`config.mk`:
```
export PLATFORM = sky130hd
export DESIGN_NAME = tzc_div
export DESIGN_NICKNAME = d
export VERILOG_FILES = /design/src/hw/rtl/tzc_pkg.sv /design/src/hw/rtl/tzc_div.sv
export SDC_FILE = /design/constraint.sdc
export NUM_CORES = 2
export LEC_CHECK = 0
export BUFFER_PORTS_ARGS = -buffer_cell sky130_fd_sc_hd__buf_2
export CORE_UTILIZATION = 50
export DETAILED_ROUTE_END_ITERATION = 8
export PLACE_DENSITY_LB_ADDON = 0.08
export SLEW_MARGIN = 20
export SYNTH_ARGS = -nofsm -noshare
export SYNTH_HDL_FRONTEND = slang
export SYNTH_SLANG_ARGS = --single-unit
```
`constraint.sdc`:
```
create_clock -name clk -period 4.7 [get_ports clk]
set_input_delay 0.235 -clock clk [delete_from_list [all_inputs] [get_ports clk]]
set_output_delay 0.235 -clock clk [all_outputs]
set_load 0.02 [all_outputs]
```
`src/hw/rtl/tzc_pkg.sv`:
```
// ----------------------------------------------------------------------------
// tzc_pkg: shared types and constants for the zero-contour segment block
// Field layouts, the sorted-edge request passed to the dividers, and the
// fixed-point widths used along the pipeline.
// ----------------------------------------------------------------------------
package tzc_pkg;

  localparam int VAL_W   = 32;                // Q16.16 scalar
  localparam int COORD_W = 24;                // Q4.20 coordinate
  localparam int WFRAC   = 16;                // weight fraction bits
  localparam int QW      = WFRAC + 1;         // weight width, 0..1.0 inclusive
  localparam int NUM_W   = 1 + VAL_W + WFRAC; // scaled dividend with rounding
  localparam int DEN_W   = VAL_W;             // vh - vl never exceeds 2^32 - 1
  localparam int IN_W    = 3 * VAL_W + 9 * COORD_W;
  localparam int OUT_W   = 6 * COORD_W;

  localparam logic [QW-1:0] WONE = QW'(1) << WFRAC;

  typedef logic signed [VAL_W-1:0]   val_t;
  typedef logic signed [COORD_W-1:0] coord_t;

  typedef struct packed {
    coord_t z;
    coord_t y;
    coord_t x;
  } vec3_t;

  // First field sits in the highest bits.
  typedef struct packed {
    coord_t c_z;
    coord_t c_y;
    coord_t c_x;
    coord_t b_z;
    coord_t b_y;
    coord_t b_x;
    coord_t a_z;
    coord_t a_y;
    coord_t a_x;
    val_t   value_c;
    val_t   value_b;
    val_t   value_a;
  } in_item_t;

  typedef struct packed {
    coord_t end_z;
    coord_t end_y;
    coord_t end_x;
    coord_t start_z;
    coord_t start_y;
    coord_t start_x;
  } out_item_t;

  // Low and high endpoints of both edges that carry the segment.
  typedef struct packed {
    vec3_t pl0;
    vec3_t ph0;
    vec3_t pl1;
    vec3_t ph1;
  } side_t;

  typedef struct packed {
    logic [DEN_W-1:0] num0;
    logic [DEN_W-1:0] den0;
    logic [DEN_W-1:0] num1;
    logic [DEN_W-1:0] den1;
    side_t            side;
  } sort_out_t;

endpackage

```
`src/hw/rtl/tzc_div.sv`:
```
// ----------------------------------------------------------------------------
// tzc_div: pipelined edge-weight divider
// Restoring division, one quotient bit per stage, giving the rounded weight
// round(num * 2^16 / den) in QW stages.
// ----------------------------------------------------------------------------
module tzc_div (
  input  logic                      clk,
  input  logic                      en,
  input  logic [tzc_pkg::DEN_W-1:0] num,
  input  logic [tzc_pkg::DEN_W-1:0] den,
  output logic [tzc_pkg::QW-1:0]    quo
);
  import tzc_pkg::*;

  logic [NUM_W-1:0] rem_r [QW];
  logic [DEN_W-1:0] den_r [QW];
  logic [QW-1:0]    quo_r [QW];

  for (genvar k = 0; k < QW; k++) begin : g_st
    logic [NUM_W-1:0] rin;
    logic [NUM_W-1:0] dsh;
    logic [DEN_W-1:0] din;
    logic [QW-1:0]    qin;
    logic             take;

    if (k == 0) begin : g_first
      // Half the divisor is added up front for round-half-up.
      assign rin = {1'b0, num, WFRAC'(0)} + NUM_W'(den[DEN_W-1:1]);
      assign din = den;
      assign qin = '0;
    end else begin : g_next
      assign rin = rem_r[k-1];
      assign din = den_r[k-1];
      assign qin = quo_r[k-1];
    end

    assign dsh  = NUM_W'(din) << (QW - 1 - k);
    assign take = rin >= dsh;

    always_ff @(posedge clk) begin
      if (en) begin
        rem_r[k] <= take ? rin - dsh : rin;
        den_r[k] <= din;
        quo_r[k] <= qin | (QW'(take) << (QW - 1 - k));
      end
    end
  end

  assign quo = quo_r[QW-1];

endmodule

```
==> reports/metrics.cfg <==
[synth]
synth_commonest_cells=edfxtp_1, inv_1, a21oi_1
synth.area.top_cells=edfxtp_1, ha_1, a21oi_1
synth_cell_type_count=91
yosysTopAreaCell=edfxtp_1
ys_seq_area_share_pct=50.5
async_flop_share_pct=0
synth_ff_type=edfxtp_1
yosysTopAreaCellShare_pct=50.5
synth_area_mm2=0.0781
synth-seq-cells=1313
synth_edf_count=1313
synth.most_common_cell=edfxtp_1
syn_inst=7403
syn-num-nets=8045
yosys_warnings=0
syn_area_per_cell_um2=10.5

[sta]
setup_violations=0
setup_slack_ns=0.206
worst_pin_slew_ns=0.969
finalHoldViolCount=0
fin_crit_ns=4.49
slew_violations=0
final.setup.tns_ns=0
fmaxAchievable_ghz=0.223
slew_headroom_pct=35.1
rsz0062_at_grt=no
fin_crit_sh_pct=95.6
skew_ns=0.0450

[global_routing]
overflow=0
grt_max_degree=124
grt_use_total_pct=25.2
antenna_found_initial=2
first_global_vias=58000
grt_pass1_wl_mm=310

[outcome]
violations=DRC
status=complete, but fails checks

[final_layout]
nets=8436
drive_gt1_share_pct=9.79
syn2layout_area_growth_pct=13.3

[setup_path]
path_cells=dlygate4sd3_1, buf_2, ha_1, and3_1, a21oi_1, o21ai_2, o21ai_1, nand2b_1, a21oi_2, xnor2_2, ha_1, and3_4, a221oi_2, o21ai_1, or2_1, a2111o_1, a31o_2, a41o_1, a211oi_2, inv_2, buf_12, mux2_4
arrival_ns=5.01
cp_top_family=compound AO/OA/AOI/OAI gates
crit_required_ns=5.21
crit_path_top_delay_cell=dlygate4sd3_1
end_kind=register
cp.buffers_inverters=4
critPathMaxFanout=19
criticalPathCategory=input port to register
slowest_delay_ns=0.53
start_kind=input port

[power]
leakage_nw=35.7
power_density_mw_per_mm2=614
ir_drop_uv=379
seq_power_share_pct=35.1
p_int_mw=34.0
pwr-share-clk_pct=21.2
swShare_pct=37.4
power_switching_mw=20.3
p_comb_share_pct=43.7

[route]
ant_nets=0
routedWlPerCell_um=20.1
detail_route.iter0.violations=2869
drc_errors=1
avgViaCountPerCell=5.67
vias=56400
drt-total-wl_mm=201
first_pass_iters=8

[clock_network]
cts_tree=yes
cts.sinks=1313
cts_buffers=151
htreeDepth=4
clk_pin_slew_ns=0.06
cts_buffer_depth=3
cts-root-buf=clkbuf_16
clkLatencyLatePin_ns=0.80

[place]
pre_cts_ws_ns=-0.521
port-buffer-count=82
dp_hpwl_mm=158
globalplace.congestion=0.966

[floorplanning]
io_pins=83
rows=144
initial_utilization_pct=50.5
die_h_um=397
coreArea_mm2=0.155
fp.dieArea_mm2=0.158
die_w_um=397

[flow_run]
max_cap_viol_count=0

[min_path]
min_path_type=input port to register

tightest hold or removal path, cell delays in order:
cell	delay, ns
buf_2	0.11
xnor2_1	0.14
buf_4	0.11
nand2_1	0.04
o21ai_0	0.06
cells in the final DEF, fill, tap and decap left out, types with 80 or more instances in the layout:
cell type	n
buf_2	81
o21a_1	88
nor3_1	121
nor2_1	537
o21ai_0	467
clkbuf_16	151
buf_4	272
nand2_1	559
xor2_1	253
xnor2_1	329
a21oi_1	669
nand2b_1	85
edfxtp_1	1313
ha_1	555
nand4_1	115
mux2_2	83
nand3_1	150
nor2b_1	80
a21o_1	265
inv_1	684
kinds of logic (layout without fill, tap and decap cells):
family | count (synthesis) | count (layout) | share of synthesized area (%)
AO/OA/AOI/OAI | 1988 | 1988 | 15.8
AND/OR/NAND/NOR | 1972 | 1972 | 12.1
flip-flops | 1313 | 1313 | 50.5
buffers and inverters | 870 | 1375 | 4.21
XOR/XNOR | 584 | 584 | 6.55
adder cells (fa/ha/maj) | 576 | 576 | 9.39
multiplexers | 100 | 100 | 1.43
other | 0 | 2 | 0
stage by stage:
stage / cells / instance area (um2) / utilization, % / hold WS (ns) / power, mW
4_1_cts: 9951 / 88400 / 57.2 / 0.00924 / 54.5
5_1_grt: 9952 / 88500 / 57.2 / 0.0437 / 57.8
2_1_floorplan: 7403 / 78200 / - / 0.334 / 35.9
3_5_place_dp: 9646 / 83200 / 53.8 / 0.405 / 42.8
6_report: 9954 / 88500 / 57.2 / 0.0542 / 54.3
3_3_place_gp: 9646 / 83200 / 53.8 / 0.400 / 42.5
per-layer routing:
metal	vias up	wire [um]	part of all wire [%]	track usage, %
met5	-	0	0	0
met4	0	14700	7.3	16.9
met3	571	5060	2.5	2.87
met2	1182	114000	57	51.7
met1	26700	67200	34	22.6
li1	27900	-	-	-
path summary, 6_finish.rpt:
check	start	to	slack, ns	depth (start not counted)
hold / removal	num[18]	rem_r[0][34]	0.05	5
setup reg to reg	rem_r[0][165]	rem_r[0][244]	0.37	13
hold reg to reg	quo_r[15][10]	quo_r[16][10]	0.41	0
setup / recovery	den[24]	rem_r[0][29]	0.21	22
final cells by class:
type | instances | area (um2)
Tap cell | 2044 | 2560
Timing Repair Buffer | 422 | 3450
Fill cell | 13200 | 66100
Clock buffer | 186 | 3910
Multi-Input combinational cell | 5220 | 35600
Inverter | 686 | 2570
Clock inverter | 81 | 923
Antenna cell | 2 | 5.00
Sequential cell | 1313 | 39400
flip-flops by register name, summed over array words and instances, names as in the netlist:
register / cells
rem_r: 648
quo_r: 153
den_r: 512
timing repair:
action,in CTS,in global routing
setup endpoints to repair,0,33
endpoints found under the hold margin,43,0
gates resized for setup,0,8
hold buffers,38,0
buffers inserted,0,1
power by group through the flow:
stage          clock network, mW  logic, mW  registers, mW
3_5_place_dp                   0       23.5           19.3
6_report                    11.5       23.8           19.1
4_1_cts                     11.8       23.7           19.1
5_1_grt                     12.2       26.2           19.4
3_3_place_gp                   0       23.2           19.2
2_1_floorplan                  0       17.4           18.5
Note: power is estimated with default switching activity, not from simulation.
