`src/hw/rtl/tzc_pkg.sv`:
```
// ----------------------------------------------------------------------------
// tzc_pkg: shared types and constants for the zero-contour segment block
// Field layouts, the sorted-edge request passed to the dividers, and the
// fixed-point widths used along the pipeline.
// ----------------------------------------------------------------------------
package tzc_pkg;

  localparam int VAL_W   = 32;                // Q16.16 scalar
  localparam int COORD_W = 24;                // Q4.20 coordinate
  localparam int WFRAC   = 16;                // weight fraction bits
  localparam int QW      = WFRAC + 1;         // weight width, 0..1.0 inclusive
  localparam int NUM_W   = 1 + VAL_W + WFRAC; // scaled dividend with rounding
  localparam int DEN_W   = VAL_W;             // vh - vl never exceeds 2^32 - 1
  localparam int IN_W    = 3 * VAL_W + 9 * COORD_W;
  localparam int OUT_W   = 6 * COORD_W;

  localparam logic [QW-1:0] WONE = QW'(1) << WFRAC;

  typedef logic signed [VAL_W-1:0]   val_t;
  typedef logic signed [COORD_W-1:0] coord_t;

  typedef struct packed {
    coord_t z;
    coord_t y;
    coord_t x;
  } vec3_t;

  // First field sits in the highest bits.
  typedef struct packed {
    coord_t c_z;
    coord_t c_y;
    coord_t c_x;
    coord_t b_z;
    coord_t b_y;
    coord_t b_x;
    coord_t a_z;
    coord_t a_y;
    coord_t a_x;
    val_t   value_c;
    val_t   value_b;
    val_t   value_a;
  } in_item_t;

  typedef struct packed {
    coord_t end_z;
    coord_t end_y;
    coord_t end_x;
    coord_t start_z;
    coord_t start_y;
    coord_t start_x;
  } out_item_t;

  // Low and high endpoints of both edges that carry the segment.
  typedef struct packed {
    vec3_t pl0;
    vec3_t ph0;
    vec3_t pl1;
    vec3_t ph1;
  } side_t;

  typedef struct packed {
    logic [DEN_W-1:0] num0;
    logic [DEN_W-1:0] den0;
    logic [DEN_W-1:0] num1;
    logic [DEN_W-1:0] den1;
    side_t            side;
  } sort_out_t;

endpackage

```
`src/hw/rtl/tzc_blend.sv`:
```
// ----------------------------------------------------------------------------
// tzc_blend: one-coordinate interpolation
// Computes pl + (ph - pl) * t in two stages, rounds half up to Q4.20 and
// saturates to the coordinate range.
// ----------------------------------------------------------------------------
module tzc_blend (
  input  logic                   clk,
  input  logic                   en,
  input  logic [tzc_pkg::QW-1:0] t,
  input  tzc_pkg::coord_t        pl,
  input  tzc_pkg::coord_t        ph,
  output tzc_pkg::coord_t        res_r
);
  import tzc_pkg::*;

  localparam int DIFF_W = COORD_W + 1;
  localparam int PROD_W = DIFF_W + QW + 1;
  localparam int SUM_W  = PROD_W + 1;
  localparam int RES_W  = SUM_W - WFRAC;

  logic signed [DIFF_W-1:0] diff;
  logic signed [PROD_W-1:0] prod_nxt, prod_r;
  coord_t                   pl_r;
  logic signed [SUM_W-1:0]  sum;
  logic signed [RES_W-1:0]  rnd;
  coord_t                   res_nxt;

  assign diff     = DIFF_W'(ph) - DIFF_W'(pl);
  assign prod_nxt = PROD_W'(diff * $signed({1'b0, t}));

  always_ff @(posedge clk) begin
    if (en) begin
      prod_r <= prod_nxt;
      pl_r   <= pl;
    end
  end

  always_comb begin
    sum = (SUM_W'(pl_r) <<< WFRAC) + SUM_W'(prod_r) + SUM_W'(WONE >> 1);
    rnd = sum[SUM_W-1:WFRAC];
    if (rnd > RES_W'($signed(coord_t'({1'b0, {(COORD_W-1){1'b1}}})))) begin
      res_nxt = {1'b0, {(COORD_W-1){1'b1}}};
    end else if (rnd < RES_W'($signed(coord_t'({1'b1, {(COORD_W-1){1'b0}}})))) begin
      res_nxt = {1'b1, {(COORD_W-1){1'b0}}};
    end else begin
      res_nxt = rnd[COORD_W-1:0];
    end
  end

  always_ff @(posedge clk) begin
    if (en) begin
      res_r <= res_nxt;
    end
  end

endmodule

```
`config.mk`:
```
export PLATFORM = sky130hd
export DESIGN_NAME = tzc_blend
export DESIGN_NICKNAME = d
export VERILOG_FILES = /design/src/hw/rtl/tzc_pkg.sv /design/src/hw/rtl/tzc_blend.sv
export SDC_FILE = /design/constraint.sdc
export NUM_CORES = 1
export LEC_CHECK = 0
export BUFFER_PORTS_ARGS = -buffer_cell sky130_fd_sc_hd__clkbuf_2
export CAP_MARGIN = 20
export CORE_MARGIN = 2
export CORE_UTILIZATION = 25
export CTS_BUF_LIST = sky130_fd_sc_hd__clkbuf_8
export DETAILED_ROUTE_END_ITERATION = 10
export PLACE_DENSITY = 0.51
export SYNTH_ARGS = -nofsm -noshare
export SYNTH_HDL_FRONTEND = slang
export SYNTH_SLANG_ARGS = --single-unit
```
`constraint.sdc`:
```
create_clock -name clk -period 14 [get_ports clk]
set_input_delay 2.8 -clock clk [delete_from_list [all_inputs] [get_ports clk]]
set_output_delay 2.8 -clock clk [all_outputs]
set_load 0.005 [all_outputs]
```
==> results.py <==
metrics = {
    "worst_setup_path": {
        "crit-reg2reg-launch": "prod_r[15]",
        "cp_slowest_cell": "nor2_2",
        "crit_arrival_ns": 12.06,
        "reg2reg_depth": 11,
        "worst_ep_required_time_ns": 14.13,
        "cp_num_buf_inv": 6,
        "rrSetupSlack_ns": 10.04,
        "crit_type": "in -> reg",
        "cp_max_fo": 26,
        "cp_slowest_stage_delay_ns": 0.84,
        "timing.rr.end": "res_r[2]",
        "critPathMostFrequentCell": "fa_1",
        "critPathCaptureType": "register",
        "startpoint_type": "input port",
        "crit_family": "adder cells",
    },
    "clock_tree": {
        "worstSkewPairLatency_ns": 0.39,
        "hold_buffers": 0,
        "clkTransAtPathRegs_ns": 0.09,
        "cts_resized": 0,
        "postCtsSetupRepairBufs": 0,
        "cts_sinks": 76,
        "cts_tree": "done",
        "numCtsBuffers": 9,
        "cts_root_buf": "clkbuf_8",
        "cts_max_level": 3,
        "clockBufferDepth": 2,
    },
    "outcome": {
        "status": "finished, final reports clean",
    },
    "worst_hold_path": {
        "hp-start": "pl_r[5]",
        "hold_depth": 3,
        "hold_end": "res_r[5]",
        "hold_path.class": "reg -> reg",
    },
    "final_layout": {
        "layout-drive-gt1-share_pct": 8.12,
        "area_delta_synth_final_pct": 8.94,
        "nFillCells": 8821,
        "fin_util_pct": 27.5,
        "fin_nets": 2934,
    },
    "detailed_routing": {
        "ant_nets": 0,
        "vias_per_cell": 4.50,
        "drt_pass1_iterations": 7,
        "totalWireLength_um": 56500,
        "drt_iter0_drc": 745,
        "post-route-drc-count": 0,
        "vias": 15200,
        "routedWlPerCell_um": 16.7,
    },
    "global_route": {
        "grt_pass1_wl_um": 92000,
        "grt.overflow.total": 0,
        "grt_usage_pct": 13.7,
        "antenna_found_initial": 1,
        "grt_max_degree": 77,
        "grt_pass1_vias": 16300,
    },
    "sta": {
        "fin_worst_skew_ns": 0.0111,
        "tns_ns": 0,
        "period_share_pct": 85.2,
        "max_freq_ghz": 0.0838,
        "drv_slew": 0,
        "setup_viol_count_final": 0,
        "period_minus_slack_ns": 11.93,
        "max_slew.worst_pin.slew_ns": 1.08,
        "setup_ws_ns": 2.07,
        "max_slew_margin_pct": 28.0,
        "final-hold-violation-count": 0,
        "rsz0062_at_grt": "no",
    },
    "place": {
        "gp_congestion": 0.817,
        "io_buffers": 90,
        "place_hpwl_um": 44300,
        "pre_cts_ws_ns": 1.63,
    },
    "synthesis": {
        "avgSynthCellArea_um2": 9.16,
        "synthCells": 2269,
        "synth_top_area_share_pct": 40.1,
        "syn_area_um2": 20800,
        "synth-seq-area-share_pct": 11.0,
        "ys_dominant_reg_cell": "edfxtp_1",
        "synth_edf_count": 76,
        "synth.distinct_cells": 69,
        "synth_seq_cells": 76,
        "yosysWarnings": 0,
        "yosys-top-cells-area": "fa_1 40%, edfxtp_1 11%, inv_1 9.6%",
        "synthArstFlopShare_pct": 0,
        "syn-num-nets": 2904,
        "synth_top_area_cell": "fa_1",
    },
    "die": {
        "io_pins": 91,
        "rows": 105,
        "die_w_um": 292,
        "fp.coreArea_um2": 82200,
        "fp.dieArea_um2": 85500,
        "start_util_pct": 25.3,
        "chipHeight_um": 292,
    },
    "job": {
        "maxCapViolCount": 0,
    },
}
[cells by family (layout without fill, tap and decap cells)]
| logic type | count (synthesis) | in the layout | synth area share [%] |
|---|---|---|---|
| buf+inv | 638 | 673 | 11.7 |
| simple gates | 633 | 633 | 14.9 |
| fa+ha+maj | 568 | 568 | 49.2 |
| compound gates | 281 | 281 | 10.1 |
| flops | 76 | 76 | 11.0 |
| xor+xnor | 73 | 73 | 3.11 |
| other cells | 0 | 1 | 0 |
[state kept, by name, summed over array words and instances (netlist names)]
name    flops
pl_r       24
prod_r     28
res_r      24
[worst reg2reg max path, cell delays in order, from the launching register on]
cell and delay, ns:
edfxtp_1 0.44, fa_1 0.47, a21oi_1 0.24, o22ai_1 0.16, o211ai_1 0.41, o31ai_2 0.19, a31o_2 0.32, a221o_1 0.33
o31a_1 0.37, a41oi_4 0.18, buf_4 0.37, o21ai_0 0.20
[synth_stat cells (8+ instances only)]
cell,n
inv_1,532
fa_1,416
nand2_1,288
ha_1,152
and2_1,150
clkbuf_1,92
edfxtp_1,76
a21oi_1,54
xnor2_1,51
nor2_1,48
o21ai_0,38
nand3_1,30
nor2b_1,29
a21o_1,25
xor2_1,21
o21ai_2,19
and3_1,16
a31oi_1,15
nand2b_1,15
o311ai_0,15
nor3_1,12
o211ai_1,12
o311a_1,12
nor4_1,10
o22ai_1,10
or4_1,10
a311oi_1,9
o21bai_1,9
nand4_1,8
[worst max-delay path by stage]
stage          startpoint         end  slack [ns]  cells past startpoint
2_1_floorplan       ph[0]  prod_r[42]        3.26                     33
3_3_place_gp        ph[0]  prod_r[42]        1.72                     32
3_5_place_dp        pl[1]  prod_r[42]        1.63                     31
4_1_cts             pl[1]  prod_r[42]        2.01                     31
5_1_grt             ph[0]  prod_r[42]        1.46                     32
6_report            pl[1]  prod_r[42]        2.07                     31
[routing by layer]
metal / track usage (%) / wire, um / part of all wire (%)
met1: 18.6 / 26000 / 46
met2: 24.0 / 27500 / 49
met5: 0 / 0 / 0
met3: 1.24 / 2070 / 3.7
met4: 2.59 / 920 / 1.6
[metrics by stage]
step                      instance area (um2)  hold slack (ns)  std cells
after floorplan                         20800            0.738       2269
after global placement                  22400            0.799       3357
after detailed placement                22400            0.794       3358
after CTS                               22600            0.819       3374
after global routing                    22600            0.890       3374
final                                   22600            0.814       3375
[layout by cell type, fill, tap and decap left out, types with 21 or more instances in the layout]
master / instances
nand2_1: 288
inv_1: 532
nor2b_1: 29
ha_1: 152
buf_4: 35
edfxtp_1: 76
nor2_1: 47
xor2_1: 21
a21o_1: 25
a21oi_1: 54
o21ai_0: 38
fa_1: 416
and2_1: 150
xnor2_1: 50
clkbuf_2: 89
nand3_1: 30
[area by class of cell]
type | count | area (um2) | area share [%]
inverters | 532 | 2000 | 8.82
repair buffers | 125 | 719 | 3.18
diodes | 1 | 2.50 | 0.0110
well taps | 1070 | 1340 | 5.91
clock inverters | 7 | 97.6 | 0.431
multi-input cells | 1555 | 16100 | 71.0
clock buffers | 9 | 124 | 0.547
flip-flops and latches | 76 | 2280 | 10.1
Power is not shown: default switching activity piles up to over one toggle a cycle in this logic, so the estimate is an artifact.
