### src/hw/rtl/tzc_pkg.sv
// ----------------------------------------------------------------------------
// tzc_pkg: shared types and constants for the zero-contour segment block
// Field layouts, the sorted-edge request passed to the dividers, and the
// fixed-point widths used along the pipeline.
// ----------------------------------------------------------------------------
package tzc_pkg;

  localparam int VAL_W   = 32;                // Q16.16 scalar
  localparam int COORD_W = 24;                // Q4.20 coordinate
  localparam int WFRAC   = 16;                // weight fraction bits
  localparam int QW      = WFRAC + 1;         // weight width, 0..1.0 inclusive
  localparam int NUM_W   = 1 + VAL_W + WFRAC; // scaled dividend with rounding
  localparam int DEN_W   = VAL_W;             // vh - vl never exceeds 2^32 - 1
  localparam int IN_W    = 3 * VAL_W + 9 * COORD_W;
  localparam int OUT_W   = 6 * COORD_W;

  localparam logic [QW-1:0] WONE = QW'(1) << WFRAC;

  typedef logic signed [VAL_W-1:0]   val_t;
  typedef logic signed [COORD_W-1:0] coord_t;

  typedef struct packed {
    coord_t z;
    coord_t y;
    coord_t x;
  } vec3_t;

  // First field sits in the highest bits.
  typedef struct packed {
    coord_t c_z;
    coord_t c_y;
    coord_t c_x;
    coord_t b_z;
    coord_t b_y;
    coord_t b_x;
    coord_t a_z;
    coord_t a_y;
    coord_t a_x;
    val_t   value_c;
    val_t   value_b;
    val_t   value_a;
  } in_item_t;

  typedef struct packed {
    coord_t end_z;
    coord_t end_y;
    coord_t end_x;
    coord_t start_z;
    coord_t start_y;
    coord_t start_x;
  } out_item_t;

  // Low and high endpoints of both edges that carry the segment.
  typedef struct packed {
    vec3_t pl0;
    vec3_t ph0;
    vec3_t pl1;
    vec3_t ph1;
  } side_t;

  typedef struct packed {
    logic [DEN_W-1:0] num0;
    logic [DEN_W-1:0] den0;
    logic [DEN_W-1:0] num1;
    logic [DEN_W-1:0] den1;
    side_t            side;
  } sort_out_t;

endpackage

### src/hw/rtl/tzc_sort.sv
// ----------------------------------------------------------------------------
// tzc_sort: vertex ranking and edge selection
// Ranks the three vertices by value with ties broken by vertex order, picks
// the crossed edge pair and forms the divider operands for both edges.
// ----------------------------------------------------------------------------
module tzc_sort (
  input  logic               clk,
  input  logic               rst_n,
  input  logic               en,
  input  logic               item_vld,
  input  tzc_pkg::in_item_t  item,
  output logic               hit_vld_r,
  output tzc_pkg::sort_out_t sort_r
);
  import tzc_pkg::*;

  val_t      val [3];
  vec3_t     pos [3];
  logic      gt_ab, gt_ac, gt_bc;
  logic [1:0] r0, r1, r2;
  val_t      v0, v1, v2;
  logic      lo_hit, up_hit;
  val_t      vl0, vh0, vl1, vh1;
  sort_out_t sort_nxt;
  logic      hit_vld_nxt;

  always_comb begin
    val[0] = item.value_a;
    val[1] = item.value_b;
    val[2] = item.value_c;
    pos[0] = '{z: item.a_z, y: item.a_y, x: item.a_x};
    pos[1] = '{z: item.b_z, y: item.b_y, x: item.b_x};
    pos[2] = '{z: item.c_z, y: item.c_y, x: item.c_x};
  end

  // A vertex ranks after a lower-lettered one only when strictly greater.
  assign gt_ab = item.value_a > item.value_b;
  assign gt_ac = item.value_a > item.value_c;
  assign gt_bc = item.value_b > item.value_c;

  always_comb begin
    case ({gt_ab, gt_ac, gt_bc})
      3'b001:  begin r0 = 2'd0; r1 = 2'd2; r2 = 2'd1; end
      3'b011:  begin r0 = 2'd2; r1 = 2'd0; r2 = 2'd1; end
      3'b100:  begin r0 = 2'd1; r1 = 2'd0; r2 = 2'd2; end
      3'b110:  begin r0 = 2'd1; r1 = 2'd2; r2 = 2'd0; end
      3'b111:  begin r0 = 2'd2; r1 = 2'd1; r2 = 2'd0; end
      default: begin r0 = 2'd0; r1 = 2'd1; r2 = 2'd2; end
    endcase
  end

  assign v0 = val[r0];
  assign v1 = val[r1];
  assign v2 = val[r2];

  assign lo_hit = (v0 < 0 && v1 >= 0) || (v0 <= 0 && v1 > 0);
  assign up_hit = (v1 < 0 && v2 >= 0) || (v1 <= 0 && v2 > 0);

  always_comb begin
    vl0 = v0;
    vh0 = lo_hit ? v1 : v2;
    vl1 = lo_hit ? v0 : v1;
    vh1 = v2;
    sort_nxt.side.pl0 = pos[r0];
    sort_nxt.side.ph0 = lo_hit ? pos[r1] : pos[r2];
    sort_nxt.side.pl1 = lo_hit ? pos[r0] : pos[r1];
    sort_nxt.side.ph1 = pos[r2];
    // The low value is never positive, so its negation fits unsigned.
    sort_nxt.num0 = DEN_W'(-(33'(vl0)));
    sort_nxt.den0 = DEN_W'(33'(vh0) - 33'(vl0));
    sort_nxt.num1 = DEN_W'(-(33'(vl1)));
    sort_nxt.den1 = DEN_W'(33'(vh1) - 33'(vl1));
    hit_vld_nxt   = item_vld && (lo_hit || up_hit);
  end

  always_ff @(posedge clk) begin
    if (!rst_n) begin
      hit_vld_r <= 1'b0;
    end else if (en) begin
      hit_vld_r <= hit_vld_nxt;
    end
  end

  always_ff @(posedge clk) begin
    if (en) begin
      sort_r <= sort_nxt;
    end
  end

endmodule

### config.mk
export PLATFORM = sky130hd
export DESIGN_NAME = tzc_sort
export DESIGN_NICKNAME = d
export VERILOG_FILES = /design/src/hw/rtl/tzc_pkg.sv /design/src/hw/rtl/tzc_sort.sv
export SDC_FILE = /design/constraint.sdc
export NUM_CORES = 1
export LEC_CHECK = 0
export BUFFER_PORTS_ARGS = -buffer_cell sky130_fd_sc_hd__buf_2
export CAP_MARGIN = 20
export CELL_PAD_IN_SITES_DETAIL_PLACEMENT = 1
export CELL_PAD_IN_SITES_GLOBAL_PLACEMENT = 2
export CORE_AREA = 2 2 293 295
export CTS_BUF_LIST = sky130_fd_sc_hd__clkbuf_16
export DETAILED_ROUTE_END_ITERATION = 6
export DIE_AREA = 0 0 295 297
export GPL_ROUTABILITY_DRIVEN = 0
export PLACE_DENSITY = 0.9
export SYNTH_ARGS = -nofsm -noshare
export SYNTH_HDL_FRONTEND = slang
export SYNTH_SLANG_ARGS = --single-unit
### constraint.sdc
create_clock -name clk -period 18.4 [get_ports clk]
set_clock_uncertainty 0.2 [all_clocks]
set_input_delay 3.68 -clock clk [delete_from_list [all_inputs] [get_ports clk]]
set_output_delay 3.68 -clock clk [all_outputs]
set_load 0.005 [all_outputs]
==> out/results.txt <==
The flow ran to the end, and the final reports show no timing, DRC or antenna violations. For this run, the top clock speed supported by timing is 66.58 MHz. The critical setup path kind is in -> reg. The port buffer count is 732.

The tools report the number of hold violations in the final report as 0. The top flip-flop cell by instance count after synthesis is sky130_fd_sc_hd__edfxtp_1. The floorplan has 107 rows. For the largest net degree at the start of global routing, the log shows 170. The tools report the post-cts gate resize count as 0. The remaining global-route overflow was 0; the starting density of the core was 0.3264. The detail route stage leaves a number of antenna-violating nets equal to 0. X dimension of the die: 295 um.

The synthesized netlist occupies a cell area of 27570 um^2. During I/O placement, the number of pins put on the boundary was 733. The final-report max-slew violation count is 0. The number of remaining DRC errors was 0.

For the data required time of the critical path, the log shows 18.55 ns. TritonCTS built the clock tree. The die outline height is 297 um, and the clock transition at the registers of the reported paths is 0.06 ns. The power per unit of standard cell area came out at 135.8 nW/um^2. For this design, the CTS-stage hold fixing added 0 buffers. The run gives 0.4538 as the share of the yosys chip area belonging to registers. The tools report the clock sink count as 417. Data on the critical path arrives at its endpoint at 15.17 ns. The run gives 52 as the initial antenna violation count. The run gives 14100 um^2 as the area of the multi-input gates. The first detailed-routing pass took 5 iterations.

The final layout contains routed wiring with a total length of 123.4 mm. The fraction of final layout cells sized beyond drive strength 1 was 0.2837; the area of the core was 84480 um^2. Counting flops and latches in the post-synthesis netlist gives 417.

Overall routing resource usage: 0.2691. The number of H-tree levels is 2. A synthesized cell averages 9.924 um^2.

The final clock period utilization by the worst path is 0.8163, and the post-synth net total is 3246. In this run the post-CTS setup repair buffer count came out at 0. The worst-margin pin slew is 1.082 ns, and the count of mapped cells out of synthesis is 2778. No sink is reached through more buffers than the 3 on the longest clock path. The logs give 25900 for the number of vias after detailed routing and 0.2707 for the headroom to the max-slew limit. STA classifies the critical path startpoint as an input port.

The average wire per standard cell was 26.41 um; the maximum fanout along the worst path was 108. The most numerous cell on the critical path was sky130_fd_sc_hd__a21oi_1. Counting the fill cells in the layout gives 9804. The tools report the unique cell type count in the Yosys netlist as 101. Setup repair after global routing left no endpoint under its margin.

The count of placed standard cells in the final layout, fillers left out was 4673; the die outline area was 87620 um^2. Number of buffers inserted during clock tree synthesis: 50. Setup violations remaining at the end of the flow were counted as 0. Leakage dissipation: 0.01490 uW.

The largest individual stage delay along the critical path comes from the cell sky130_fd_sc_hd__a2111oi_0. STA classifies the critical path endpoint as a flop. For the yosys synthesis warning count, the log shows 0. The wire-length estimate of the detail-placed layout is 94.02 mm. Once placement completed, the tool counted placed cells totaling 4543.

Count of flip-flops with a built-in enable after synthesis: 416. The minimum clock period after layout was 15.02 ns; the wire length of the first global-routing pass was 174.5 mm. In this run, the number of DRC markers left after iteration 0 of detailed routing was 2360. The type of the tightest min-delay check was reg -> reg.

The via count of the first global-routing pass was 25380; the aggregate negative setup slack was 0 ns. The post-layout net count was 3919. The proportion of synthesized flip-flops having asynchronous set or reset is 0, and the maximum ir drop on the vdd rail is 0.08170 mV.

In this design, the stage delay of the slowest critical-path cell is 0.91 ns. Using the TritonRoute via totals, the vias-per-cell ratio works out to 5.543. The logs give 0 for the max-capacitance violation count and 0.60 ns for the clock latency of the later-clocked register in the worst-skew pair. Clock tree synthesis selected as its root buffer the cell sky130_fd_sc_hd__clkbuf_16. The synthesis-to-layout area growth is 23.78%, and the sequential standard cell area is 12510 um^2.
==> state kept, by name (all words and copies together) (netlist names) <==
name and cells:
hit_vld_r 1, sort_r 416
==> layout make-up <==
type / instances / share of cell area
multi-input combinational: 2099 / 0.4133
sequential: 417 / 0.3666
timing repair buffer: 764 / 0.1162
tap: 1144 / 0.04194
clock buffer: 51 / 0.03740
inverter: 119 / 0.01309
clock inverter: 43 / 0.008836
antenna: 36 / 0.002640
==> placed cells by master (no fill, tap or decap), drive strengths merged, types with 7 or more instances in the layout <==
master  count
a21boi     12
a21o       23
a21oi     180
a22oi      75
a31oi      79
and2        7
buf       764
clkbuf     51
clkinv     21
diode      36
edfxtp    416
ha        150
inv       136
mux2       74
mux2i     179
nand2     423
nand2b     11
nand3      40
nand4      33
nor2      253
nor2b      10
nor3       27
nor4       21
o211ai     13
o21a       12
o21ai     176
o21bai     10
o221a      34
o221ai     19
or3        33
xnor2      87
xor2       29
==> logic make-up (layout without fill, tap and decap cells) <==
kind of cell    after synthesis  in the layout  share of synthesized area
buf+inv                     262            977                    0.03703
simple gates                885            885                     0.1402
other cells                   0             36                          0
xor+xnor                    116            116                    0.03685
fa+ha+maj                   157            157                    0.07143
flops                       417            417                     0.4538
compound gates              688            688                     0.1641
mux                         253            253                    0.09653
==> cell usage after synthesis (23+ instances only) <==
| master | instances | area [um^2] |
|---|---|---|
| sky130_fd_sc_hd__o21ai_0 | 158 | 790.8 |
| sky130_fd_sc_hd__nand2_1 | 421 | 1580 |
| sky130_fd_sc_hd__ha_1 | 150 | 1877 |
| sky130_fd_sc_hd__a31oi_1 | 77 | 481.7 |
| sky130_fd_sc_hd__nor3_1 | 25 | 125.1 |
| sky130_fd_sc_hd__xor2_1 | 29 | 254.0 |
| sky130_fd_sc_hd__nor2_1 | 250 | 938.4 |
| sky130_fd_sc_hd__a21oi_1 | 175 | 875.8 |
| sky130_fd_sc_hd__mux2i_1 | 175 | 1752 |
| sky130_fd_sc_hd__clkbuf_1 | 112 | 420.4 |
| sky130_fd_sc_hd__mux2_2 | 72 | 810.8 |
| sky130_fd_sc_hd__nand3_1 | 39 | 195.2 |
| sky130_fd_sc_hd__or3_1 | 33 | 206.5 |
| sky130_fd_sc_hd__a22oi_1 | 75 | 563.0 |
| sky130_fd_sc_hd__xnor2_1 | 87 | 762.0 |
| sky130_fd_sc_hd__a21o_1 | 23 | 172.7 |
| sky130_fd_sc_hd__nand4_1 | 32 | 200.2 |
| sky130_fd_sc_hd__o221a_2 | 31 | 349.1 |
| sky130_fd_sc_hd__edfxtp_1 | 416 | 12490 |
| sky130_fd_sc_hd__inv_1 | 115 | 431.7 |
==> worst max-delay path, delay by kind of cell <==
kind	cells	cell delay, ns
compound gates	29	6.92
simple gates	4	1.59
buf+inv	5	1.13
fa+ha+maj	3	0.91
mux	3	0.77
xor+xnor	1	0.08
==> metrics by stage <==
| stage | worst slack [ns] | hold slack, ns | cell area, um^2 | total power, uW | utilization |
|---|---|---|---|---|---|
| after global placement | 3.314 | 0.3384 | 32460 | 3614 | 0.3842 |
| final | 3.380 | 0.3770 | 34130 | 4635 | 0.4040 |
| after CTS | 3.713 | 0.4038 | 34040 | 4636 | 0.4029 |
| after floorplan | 4.337 | 0.2699 | 27570 | 2696 | - |
| after global routing | 2.657 | 0.4109 | 34130 | 4879 | 0.4040 |
| after detailed placement | 3.123 | 0.3955 | 32460 | 3652 | 0.3842 |
==> layer usage <==
layer	vias up	routed length [um]	global-route usage
met5	-	38	0
met4	6	5718	0.1390
met3	273	9871	0.05619
met2	1168	55710	0.4109
met1	12750	52080	0.3581
li1	11710	-	-
==> final timing paths <==
check | from | cells past startpoint | slack (ns) | endpoint
setup / recovery | item[65] | 45 | 3.38 | sort_r[382]
hold / removal | hit_vld_r | 2 | 0.38 | hit_vld_r
setup reg to reg | hit_vld_r | 2 | 17.46 | hit_vld_r
hold reg to reg | hit_vld_r | 2 | 0.38 | hit_vld_r
==> where the power goes <==
part | leakage, uW | total [uW] | internal, uW | switching, uW
registers | 0.00407 | 1500 | 1420 | 84.9
logic | 0.0100 | 2170 | 778 | 1390
clock network | 0.000814 | 965 | 535 | 431
total | 0.0149 | 4640 | 2730 | 1910
Power figures use the tool's default switching activity.
